## src/design/rrl_rem.sv

```systemverilog
// Iterative remainder unit: restoring division, several dividend bits per cycle.
// Used for the slip check against the configured slip rate; depends on no package.
`default_nettype none

module rrl_rem #(
  parameter int unsigned DIVIDEND_W = 32,
  parameter int unsigned DIVISOR_W  = 17,
  parameter int unsigned STEP_BITS  = 4
) (
  input  wire logic                  clk_i,
  input  wire logic                  rst_ni,
  input  wire logic                  start_i,
  input  wire logic [DIVIDEND_W-1:0] dividend_i,
  input  wire logic [DIVISOR_W-1:0]  divisor_i,
  output logic                       done_o,
  output logic      [DIVISOR_W-1:0]  rem_o
);

  localparam int unsigned Steps = DIVIDEND_W / STEP_BITS;
  localparam int unsigned CntW  = $clog2(Steps + 1);

  logic [DIVISOR_W:0]    rem_q;
  logic [DIVISOR_W:0]    rem_d;
  logic [DIVIDEND_W-1:0] shift_q;
  logic [DIVIDEND_W-1:0] shift_d;
  logic [DIVISOR_W-1:0]  div_q;
  logic [CntW-1:0]       cnt_q;
  logic                  busy_q;
  logic                  done_q;

  always_comb begin
    rem_d   = rem_q;
    shift_d = shift_q;
    for (int k = 0; k < STEP_BITS; k++) begin
      rem_d   = {rem_d[DIVISOR_W-1:0], shift_d[DIVIDEND_W-1]};
      shift_d = {shift_d[DIVIDEND_W-2:0], 1'b0};
      if (rem_d >= {1'b0, div_q}) begin
        rem_d = rem_d - {1'b0, div_q};
      end
    end
  end

  always_ff @(posedge clk_i or negedge rst_ni) begin
    if (!rst_ni) begin
      cnt_q  <= '0;
      busy_q <= 1'b0;
      done_q <= 1'b0;
    end else if (start_i) begin
      cnt_q  <= CntW'(Steps);
      busy_q <= 1'b1;
      done_q <= 1'b0;
    end else if (busy_q) begin
      cnt_q <= cnt_q - CntW'(1);
      if (cnt_q == CntW'(1)) begin
        busy_q <= 1'b0;
        done_q <= 1'b1;
      end
    end
  end

  always_ff @(posedge clk_i) begin
    if (start_i) begin
      rem_q   <= '0;
      shift_q <= dividend_i;
      div_q   <= divisor_i;
    end else if (busy_q) begin
      rem_q   <= rem_d;
      shift_q <= shift_d;
    end
  end

  assign done_o = done_q;
  assign rem_o  = rem_q[DIVISOR_W-1:0];

endmodule

`default_nettype wire

```

## config.mk

```make
export PLATFORM = sky130hd
export DESIGN_NAME = rrl_rem
export DESIGN_NICKNAME = d
export VERILOG_FILES = /design/src/design/rrl_rem.sv
export SDC_FILE = /design/constraint.sdc
export NUM_CORES = 1
export LEC_CHECK = 0
export ABC_AREA = 1
export BUFFER_PORTS_ARGS = -buffer_cell sky130_fd_sc_hd__buf_2
export CORE_MARGIN = 10
export CORE_UTILIZATION = 60
export CTS_BUF_LIST = sky130_fd_sc_hd__clkbuf_4 sky130_fd_sc_hd__clkbuf_8
export CTS_CLUSTER_DIAMETER = 30
export CTS_CLUSTER_SIZE = 25
export DETAILED_ROUTE_END_ITERATION = 8
export HOLD_SLACK_MARGIN = 0.1
export PLACE_DENSITY = 0.83
export SYNTH_ARGS = -nofsm -noshare
export SYNTH_HDL_FRONTEND = slang
export SYNTH_SLANG_ARGS = --single-unit
```

## constraint.sdc

```tcl
create_clock -name clk_i -period 10.5 [get_ports clk_i]
set_input_delay 2.625 -clock clk_i [delete_from_list [all_inputs] [get_ports clk_i]]
set_output_delay 2.625 -clock clk_i [all_outputs]
set_load 0.005 [all_outputs]
```

==> Yosys cells after proc, flatten, opt, wreduce, memory -nomap -nowiden <==
Index checks and enable logic that the tools add are counted.
{ "word_totals": {"reg_bits": 72, "latch_bits": 0, "input_bits": 52, "n_memories": 0, "ramBits": 0, "wordCells": 33, "mem_bits_ro": 0} }
{ "op_classes": {"eq_ne": 1, "div_mod_pow": 0, "muxes": 14, "n_reduce_logical": 3, "n_addsub": 5, "bitwise_logic": 0, "magnitude_cmp": 4, "shift": 0, "n_mul": 0} }
{ "op_table": {"columns": ["operator", "count"], "rows": [
  ["$ge 18x17->1", 4],
  ["$mux 17", 4],
  ["$sub 17x17->17", 4],
  ["$mux 32", 2],
  ["$mux 4", 2],
  ["$mux 1", 6],
  ["$eq 4x1->1 const B", 1],
  ["$reduce_bool 2->1", 2],
  ["$sub 4x1->4 const B", 1],
  ["$reduce_and 2->1", 1]
]} }

==> Logic depth before layout (Yosys ltp) <==
Gate-level depths: netlist of the first run.
{ "logic_depth": {"ltp_word": 8, "depth_mapped": 59, "ltp_nobuf": 57} }

==> Least setup slack after synthesis of the first run <==
OpenSTA, ideal clock, no wires.
{ "synth_timing": {"kind": "flip-flop to flip-flop", "from": "register shift_q[31]", "to": "register rem_q[10]", "path_stages_with_launch": 59, "required_ps": 10386, "period_less_slack_ps": 7566, "slack_ps": 2934, "t_arrival_ps": 7452, "path_cell_list": "edfxtp_1 inv_1 ha_1 inv_1 fa_1 nand2_1 nand3_2 nand2_1 nand2_1 nand2_2 nand2_4 clkbuf_1 o21ai_0 inv_1 ha_1 nand2_1 nor2_1 nand2_1 [23 not listed] buf_2 nand2_1 nand2_1 inv_1 fa_1 nand3_1 nand2_1 a21oi_1 o21ai_0 nand3b_1 o311ai_0 a21oi_1 inv_1 nor2_4 buf_4 nand3_1 nand3_1 nand2_1"} }
{ "synth_between": {"elab_chain_len": 8} }
{ "synth_rtl": {"columns": ["element", "line_no", "source"], "rows": [
  ["start: declaration", "24", "logic [DIVIDEND_W-1:0] shift_q;"],
  ["start signal: assignment", "64", "shift_q <= dividend_i;"],
  ["start signal: assignment", "68", "shift_q <= shift_d;"],
  ["$sub 17x17->17 / $ge 18x17->1 (equally long branches)", "38, 37", null],
  ["$mux 17 *", "37", "if (rem_d >= {1'b0, div_q}) begin"],
  ["$sub 17x17->17 / $ge 18x17->1 (equally long branches)", "38, 37", null],
  ["$mux 17 *", "37", null],
  ["$sub 17x17->17 / $ge 18x17->1 (equally long branches)", "38, 37", null],
  ["$mux 17 *", "37", null],
  ["$sub 17x17->17 / $ge 18x17->1 (equally long branches)", "38, 37", null],
  ["$mux 17 *", "37", null],
  ["end signal: assignment", "67", "rem_q <= rem_d;"],
  ["end: declaration", "22", "logic [DIVISOR_W:0] rem_q;"]
]} }
Mark *: on every way between the ends. The rest lies on a longest branch, timed or not.
A chain may end at the register's enable or synchronous reset.

==> Worst setup path after layout of the first run <==
{ "layout_timing": {"from": "register div_q[0]", "to": "register rem_q[11]"} }
{ "layout_between": {"elab_chain_len": 8} }
{ "layout_rtl": {"columns": ["element", "line_no", "source"], "rows": [
  ["start: declaration", "26", "logic [DIVISOR_W-1:0] div_q;"],
  ["start signal: assignment", "65", "div_q <= divisor_i;"],
  ["$sub 17x17->17 / $ge 18x17->1 (equally long branches)", "38, 37", null],
  ["$mux 17", "37", null],
  ["$sub 17x17->17 / $ge 18x17->1 (equally long branches)", "38, 37", null],
  ["$mux 17", "37", null],
  ["$sub 17x17->17 / $ge 18x17->1 (equally long branches)", "38, 37", null],
  ["$mux 17", "37", null],
  ["$sub 17x17->17 / $ge 18x17->1 (equally long branches)", "38, 37", null],
  ["$mux 17 *", "37", null]
]} }
Marks and branches as above.

==> out/results.tsv, run 1 <==
stage	metric	value	unit
global_routing	grt.total_usage	25.3	%
synth	yosysTopAreaCell	nand2_1	
clocking	clk_pin_slew_worst_paths	0.08	ns
synth	synthesis.area	0.00727	mm2
floorplanning	rows	40	
clocking	cts-buffers-inserted	9	
timing	rsz0062_at_grt	no	
floorplanning	initial_core_util	60.8	%
clocking	cts_resized	0	
floorplanning	die_h	130	um
clocking	post_cts_buffers	0	
clocking	cts_root_buffer	clkbuf_8	
floorplanning	die_w	130	um
synth	synthFlopType	edfxtp_1	
detailed_routing	firstDrtPassIters	5	
clocking	cts_buffer_depth	2	
timing	setup_violations	0	
timing	min_period_over_period	86.0	%
floorplanning	dieArea	0.0169	mm2
worst_hold_path	min_path_type	reg -> reg	
detailed_routing	ant_nets	0	
synth	ys_seq_area_share	27.0	%
floorplanning	coreArea	0.0120	mm2
status	status	complete, no violations	
timing	hold_viol	0	
clocking	htreeDepth	3	
setup_path	slowest_delay	0.54	ns
synth	synth.distinct_cells	47	
cells_and_area	diodes	0	
clocking	cts.sink_count	72	
global_routing	grt_pass1_vias	6922	
synth	synthCells	1086	
detailed_routing	wl	21.2	mm
floorplanning	io_pins	70	
timing	period_needed	9.03	ns
global_routing	grt_pass1_wl	33.9	mm
synth	synth_area_leaders	nand2_1 (21%), edfxtp_1 (20%), ha_1 (12%)	
setup_path	path_class	reg -> reg	
setup_path	cp_data_arrival_time	9.28	ns
synth	ys_top_cells_by_count	nand2_1 (399), inv_1 (146), nand3_1 (109)	
clocking	hold_buffers	0	
cells_and_area	area_delta_synth_final	9.68	%
placement	place.gp.congestion	1.03	
detailed_routing	drc_errors	0	
detailed_routing	wl_per_cell	16.3	um
synth	synth-seq-cells	72	
clocking	cts_tree	yes	
cells_and_area	layout-drive-gt1-share	9.79	%
synth	synth_nets	1212	
synth	synth_warnings	0	
global_routing	antenna_found_initial	0	
timing	relSlewSlack	37.5	%
setup_path	crit_path_end_kind	register	
setup_path	startpoint_type	register	
global_routing	overflow	0	
setup_path	critPathSlowestCell	edfxtp_1	
cells_and_area	nFillCells	1095	
synth	synth.most_common_cell	nand2_1	
setup_path	crit_path_max_fanout	28	
cells_and_area	final_cell_area	0.00798	mm2
placement	io_buffer_count	69	
cells_and_area	nets	1276	
clocking	clkLatencyLatePin	0.35	ns
placement	dpl.hpwl	17.0	mm
setup_path	critPathMostFrequentCell	nand2_1	
placement	place_area	0.00774	mm2
setup_path	required	10.74	ns
timing	worstMarginPinSlew	0.936	ns
detailed_routing	vias_per_cell	5.68	
global_routing	grt_max_degree	54	
synth	synth_top_area_share	20.6	%
timing	tns	0	ns
timing	max_freq	0.111	GHz
timing	drv_slew	0	
synth	synth-edff-count	49	
setup_path	reg2reg_slack	1.47	ns
timing	skew	0.0116	ns
synth	ys_async_sr_fraction	8.33	%
detailed_routing	drtIter0Drc	861	
detailed_routing	route.vias.total	7393	
synth	syn-mean-instance-area	6.70	um2
flow_run	drv_cap	0	
==> state kept, by name, indices dropped and copies added, names as in the netlist <==
register  count
div_q        17
rem_q        17
done_o        1
busy_q        1
cnt_q         4
shift_q      32
==> placed cells by master, fill, tap and decap left out, types with 2 or more instances in the layout <==
master | netlist | final
a31oi_1 | 2 | 2
nand2_4 | 3 | 3
nand4_1 | 9 | 9
buf_2 | 5 | 69
nand3_4 | 4 | 4
a21oi_1 | 55 | 55
o21ai_0 | 36 | 36
nand3_1 | 109 | 109
dfxtp_1 | 17 | 17
edfxtp_1 | 49 | 49
dfrtp_1 | 6 | 6
xnor2_1 | 31 | 31
clkbuf_8 | 0 | 9
o21ai_1 | 2 | 2
xor2_1 | 18 | 18
a21boi_0 | 4 | 4
inv_1 | 146 | 146
fa_1 | 4 | 4
buf_4 | 1 | 4
nor2_2 | 2 | 2
nand3_2 | 2 | 2
ha_1 | 70 | 70
inv_2 | 3 | 3
o21bai_1 | 7 | 7
a21o_1 | 6 | 6
nand3b_1 | 4 | 4
nor3_1 | 7 | 7
bufinv_16 | 0 | 3
nand2_1 | 399 | 399
nor2_1 | 51 | 51
nand2_2 | 4 | 4
==> through the flow <==
stage / hold slack [ns] / setup slack (ns) / std cells / utilization [%]
after global routing: 0.529 / 0.711 / 1301 / 66.7
after floorplan: 0.459 / 2.93 / 1086 / -
after detailed placement: 0.484 / 1.75 / 1286 / 64.7
after CTS: 0.500 / 1.69 / 1301 / 66.7
after global placement: 0.481 / 1.96 / 1286 / 64.7
final: 0.491 / 1.47 / 1301 / 66.7
==> final timing paths <==
| check | endpoint | cells after the start | startpoint |
|---|---|---|---|
| setup / recovery | rem_q[11] | 49 | div_q[0] |
| hold / removal | cnt_q[3] | 1 | cnt_q[3] |
| setup reg to reg | rem_q[11] | 49 | div_q[0] |
| hold reg to reg | cnt_q[3] | 1 | cnt_q[3] |
| max in group asynchronous | cnt_q[1] | 1 | rst_ni |
| min in group asynchronous | done_o | 1 | rst_ni |
==> metal layers <==
layer	track usage, %	wire length (um)	vias up
met1	33.4	8950	3321
met2	39.7	9350	366
li1	-	-	3653
met3	5.19	2100	53
met5	0	0	-
met4	10.1	799	0
==> worst max-delay path: cells and delay by family (launching register included) <==
family / cells / cell delay (ns)
AOI/OAI and AO/OA: 9 / 2.23
adders and majority gates: 5 / 1.92
buffers and inverters: 5 / 0.52
DFF: 1 / 0.54
and+or+nand+nor: 30 / 3.69
==> logic make-up after synthesis <==
family,Yosys count,share of synthesized area [%]
XOR/XNOR,49,5.90
buffers and inverters,169,8.96
AND/OR/NAND/NOR,600,35.4
adder cells (fa/ha/maj),74,13.1
AO/OA/AOI/OAI,122,9.60
flip-flops,72,27.0
==> layout make-up <==
type	instances	area (um2)	share of cell area [%]
Multi-Input combinational cell	845	4660	58.4
Sequential cell	72	1960	24.6
Inverter	149	559	7.01
Timing Repair Buffer	73	375	4.70
Tap cell	147	184	2.31
Clock buffer	10	131	1.65
Clock inverter	5	106	1.33
Power of run 1 is left out: the tool's default activity adds up to more than one toggle a clock period on the data nets, which glitch-free logic cannot reach.
==> inputs of run 2 (changes only) <==
CORE_UTILIZATION = 39   (was 60)
PLACE_DENSITY = 0.58   (was 0.83)
==> run 2 against run 1 <==
  * Routed wire length up 8.4%
  * Count of clock-buffer cells in the layout is 1 lower
  * Sequential cell count stayed put
  * Utilization shrank 22 points
  * Critical path type unchanged
  * Critical endpoint is now rem_q[13]
  * Largest cell class unchanged
==> out/results.tsv, run 2 (synthesis results as in run 1) <==
stage	metric	value	unit	change
status	status	complete, no violations		unchanged
clocking	hold_buffers	0		unchanged
timing	hold_viol	0		unchanged
timing	skew	0.0172	ns	was 0.0116 ns
timing	holdWs	0.495	ns	was 0.491 ns
setup_path	critPathSlowestCell	edfxtp_1		unchanged
detailed_routing	ant_nets	0		unchanged
setup_path	reg2reg_slack	1.39	ns	was 1.47 ns
floorplanning	dieArea	0.0245	mm2	was 0.0169 mm2
global_routing	grt_max_degree	54		unchanged
global_routing	grt_pass1_vias	6794		was 6922
worst_hold_path	hold_start	cnt_q[3]		unchanged
placement	place.gp.congestion	0.976		was 1.03
timing	max_freq	0.110	GHz	was 0.111 GHz
cells_and_area	area_delta_synth_final	10.5	%	was 9.68%
cells_and_area	top_register	shift_q		unchanged
clocking	cts_root_buffer	clkbuf_8		unchanged
detailed_routing	route.vias.total	7229		was 7393
clocking	cts.sink_count	72		unchanged
detailed_routing	drc_errors	0		unchanged
cells_and_area	final_cell_mix	nand2_1 (399), inv_1 (146), nand3_1 (109)		unchanged
clocking	cts_buffer_depth	2		unchanged
cells_and_area	diodes	0		unchanged
setup_path	cp_top_family	simple AND/OR/NAND/NOR gates		unchanged
global_routing	grt_pass1_wl	36.1	mm	was 33.9 mm
floorplanning	io_pins	70		unchanged
clocking	clk_pin_slew_worst_paths	0.09	ns	was 0.08 ns
floorplanning	die_h	157	um	was 130 um
setup_path	cp_data_arrival_time	9.36	ns	was 9.28 ns
clocking	cts-buffers-inserted	9		unchanged
clocking	clkLatencyLatePin	0.36	ns	was 0.35 ns
global_routing	grt.total_usage	18.6	%	was 25.3%
detailed_routing	vias_per_cell	5.22		was 5.68
setup_path	slowest_delay	0.60	ns	was 0.54 ns
setup_path	crit_path_max_fanout	28		unchanged
setup_path	crit_path_end_kind	register		unchanged
detailed_routing	firstDrtPassIters	5		unchanged
placement	io_buffer_count	69		unchanged
setup_path	startpoint_type	register		unchanged
detailed_routing	wl_per_cell	16.6	um	was 16.3 um
cells_and_area	layout-drive-gt1-share	9.87	%	was 9.79%
cells_and_area	largestRegisters	shift_q: 32 flops, div_q: 17 flops, rem_q: 17 flops		unchanged
timing	period_needed	9.11	ns	was 9.03 ns
floorplanning	rows	49		was 40
cells_and_area	largest_reg_flops	32		unchanged
cells_and_area	nets	1276		unchanged
timing	setup_violations	0		unchanged
flow_run	drv_cap	0		unchanged
setup_path	required	10.75	ns	was 10.74 ns
floorplanning	coreArea	0.0181	mm2	was 0.0120 mm2
timing	min_period_over_period	86.7	%	was 86.0%
setup_path	critPathMostFrequentCell	nand2_1		unchanged
floorplanning	die_w	157	um	was 130 um
placement	dpl.hpwl	18.5	mm	was 17.0 mm
global_routing	overflow	0		unchanged
cells_and_area	final_common_cell	nand2_1		unchanged
setup_path	path_class	reg -> reg		unchanged
clocking	cts_resized	0		unchanged
worst_hold_path	min_path_type	reg -> reg		unchanged
clocking	htreeDepth	3		unchanged
setup_path	timing.rr.start	div_q[0]		unchanged
clocking	cts_tree	yes		unchanged
clocking	post_cts_buffers	0		unchanged
detailed_routing	wl	23.0	mm	was 21.2 mm
detailed_routing	drtIter0Drc	548		was 861
global_routing	antenna_found_initial	0		unchanged
timing	tns	0	ns	unchanged
setup_path	cp_num_buf_inv	6		was 5
timing	drv_slew	0		unchanged
floorplanning	initial_core_util	40.1	%	was 60.8%
cells_and_area	layout.cells.non_filler	1384		was 1301
placement	place_inst	1368		was 1286
timing	worstMarginPinSlew	0.983	ns	was 0.936 ns
setup_path	setup.worst_path.start	div_q[0]		unchanged
timing	rsz0062_at_grt	no		unchanged
timing	relSlewSlack	34.4	%	was 37.5%
## run 2: cell type report
cell class,instances,area (um2)
fillers,1914,10100
multi-input cells,845,4660
flip-flops and latches,72,1960
inverters,149,559
repair buffers,73,375
well taps,229,287
clock buffers,9,124
clock inverters,7,73.8
## run 2: final timing paths
path / end / depth (start not counted)
hold / removal: cnt_q[3] / 1
setup / recovery: rem_q[13] / 49
min in group asynchronous: done_o / 1
setup reg to reg: rem_q[13] / 49
max in group asynchronous: cnt_q[1] / 1
hold reg to reg: cnt_q[3] / 1
## run 2: worst reg2reg max path, delay by kind of cell, from the launching register on
kind / cells / cell delay, ns
adder cells (fa/ha/maj): 5 / 1.90
flip-flops: 1 / 0.60
buffers and inverters: 6 / 0.60
AO/OA/AOI/OAI: 9 / 2.28
AND/OR/NAND/NOR: 29 / 3.65
## run 2: metal layers
metal / GRT usage, % / vias to the layer above / routed length [um]
met5: 0 / - / 0
met3: 3.21 / 27 / 1650
met1: 25.8 / 3276 / 10900
li1: - / 3648 / -
met2: 29.2 / 278 / 10100
met4: 4.58 / 0 / 350
## run 2: stage by stage
stage / worst slack [ns] / instance area (um2) / util [%]
after floorplan: 2.93 / 7270 / -
after global placement: 1.72 / 7840 / 43.2
after detailed placement: 1.66 / 7840 / 43.2
after CTS: 1.61 / 8040 / 44.3
after global routing: 0.704 / 8040 / 44.3
final: 1.39 / 8040 / 44.3
Power of run 2 is left out for the same reason.
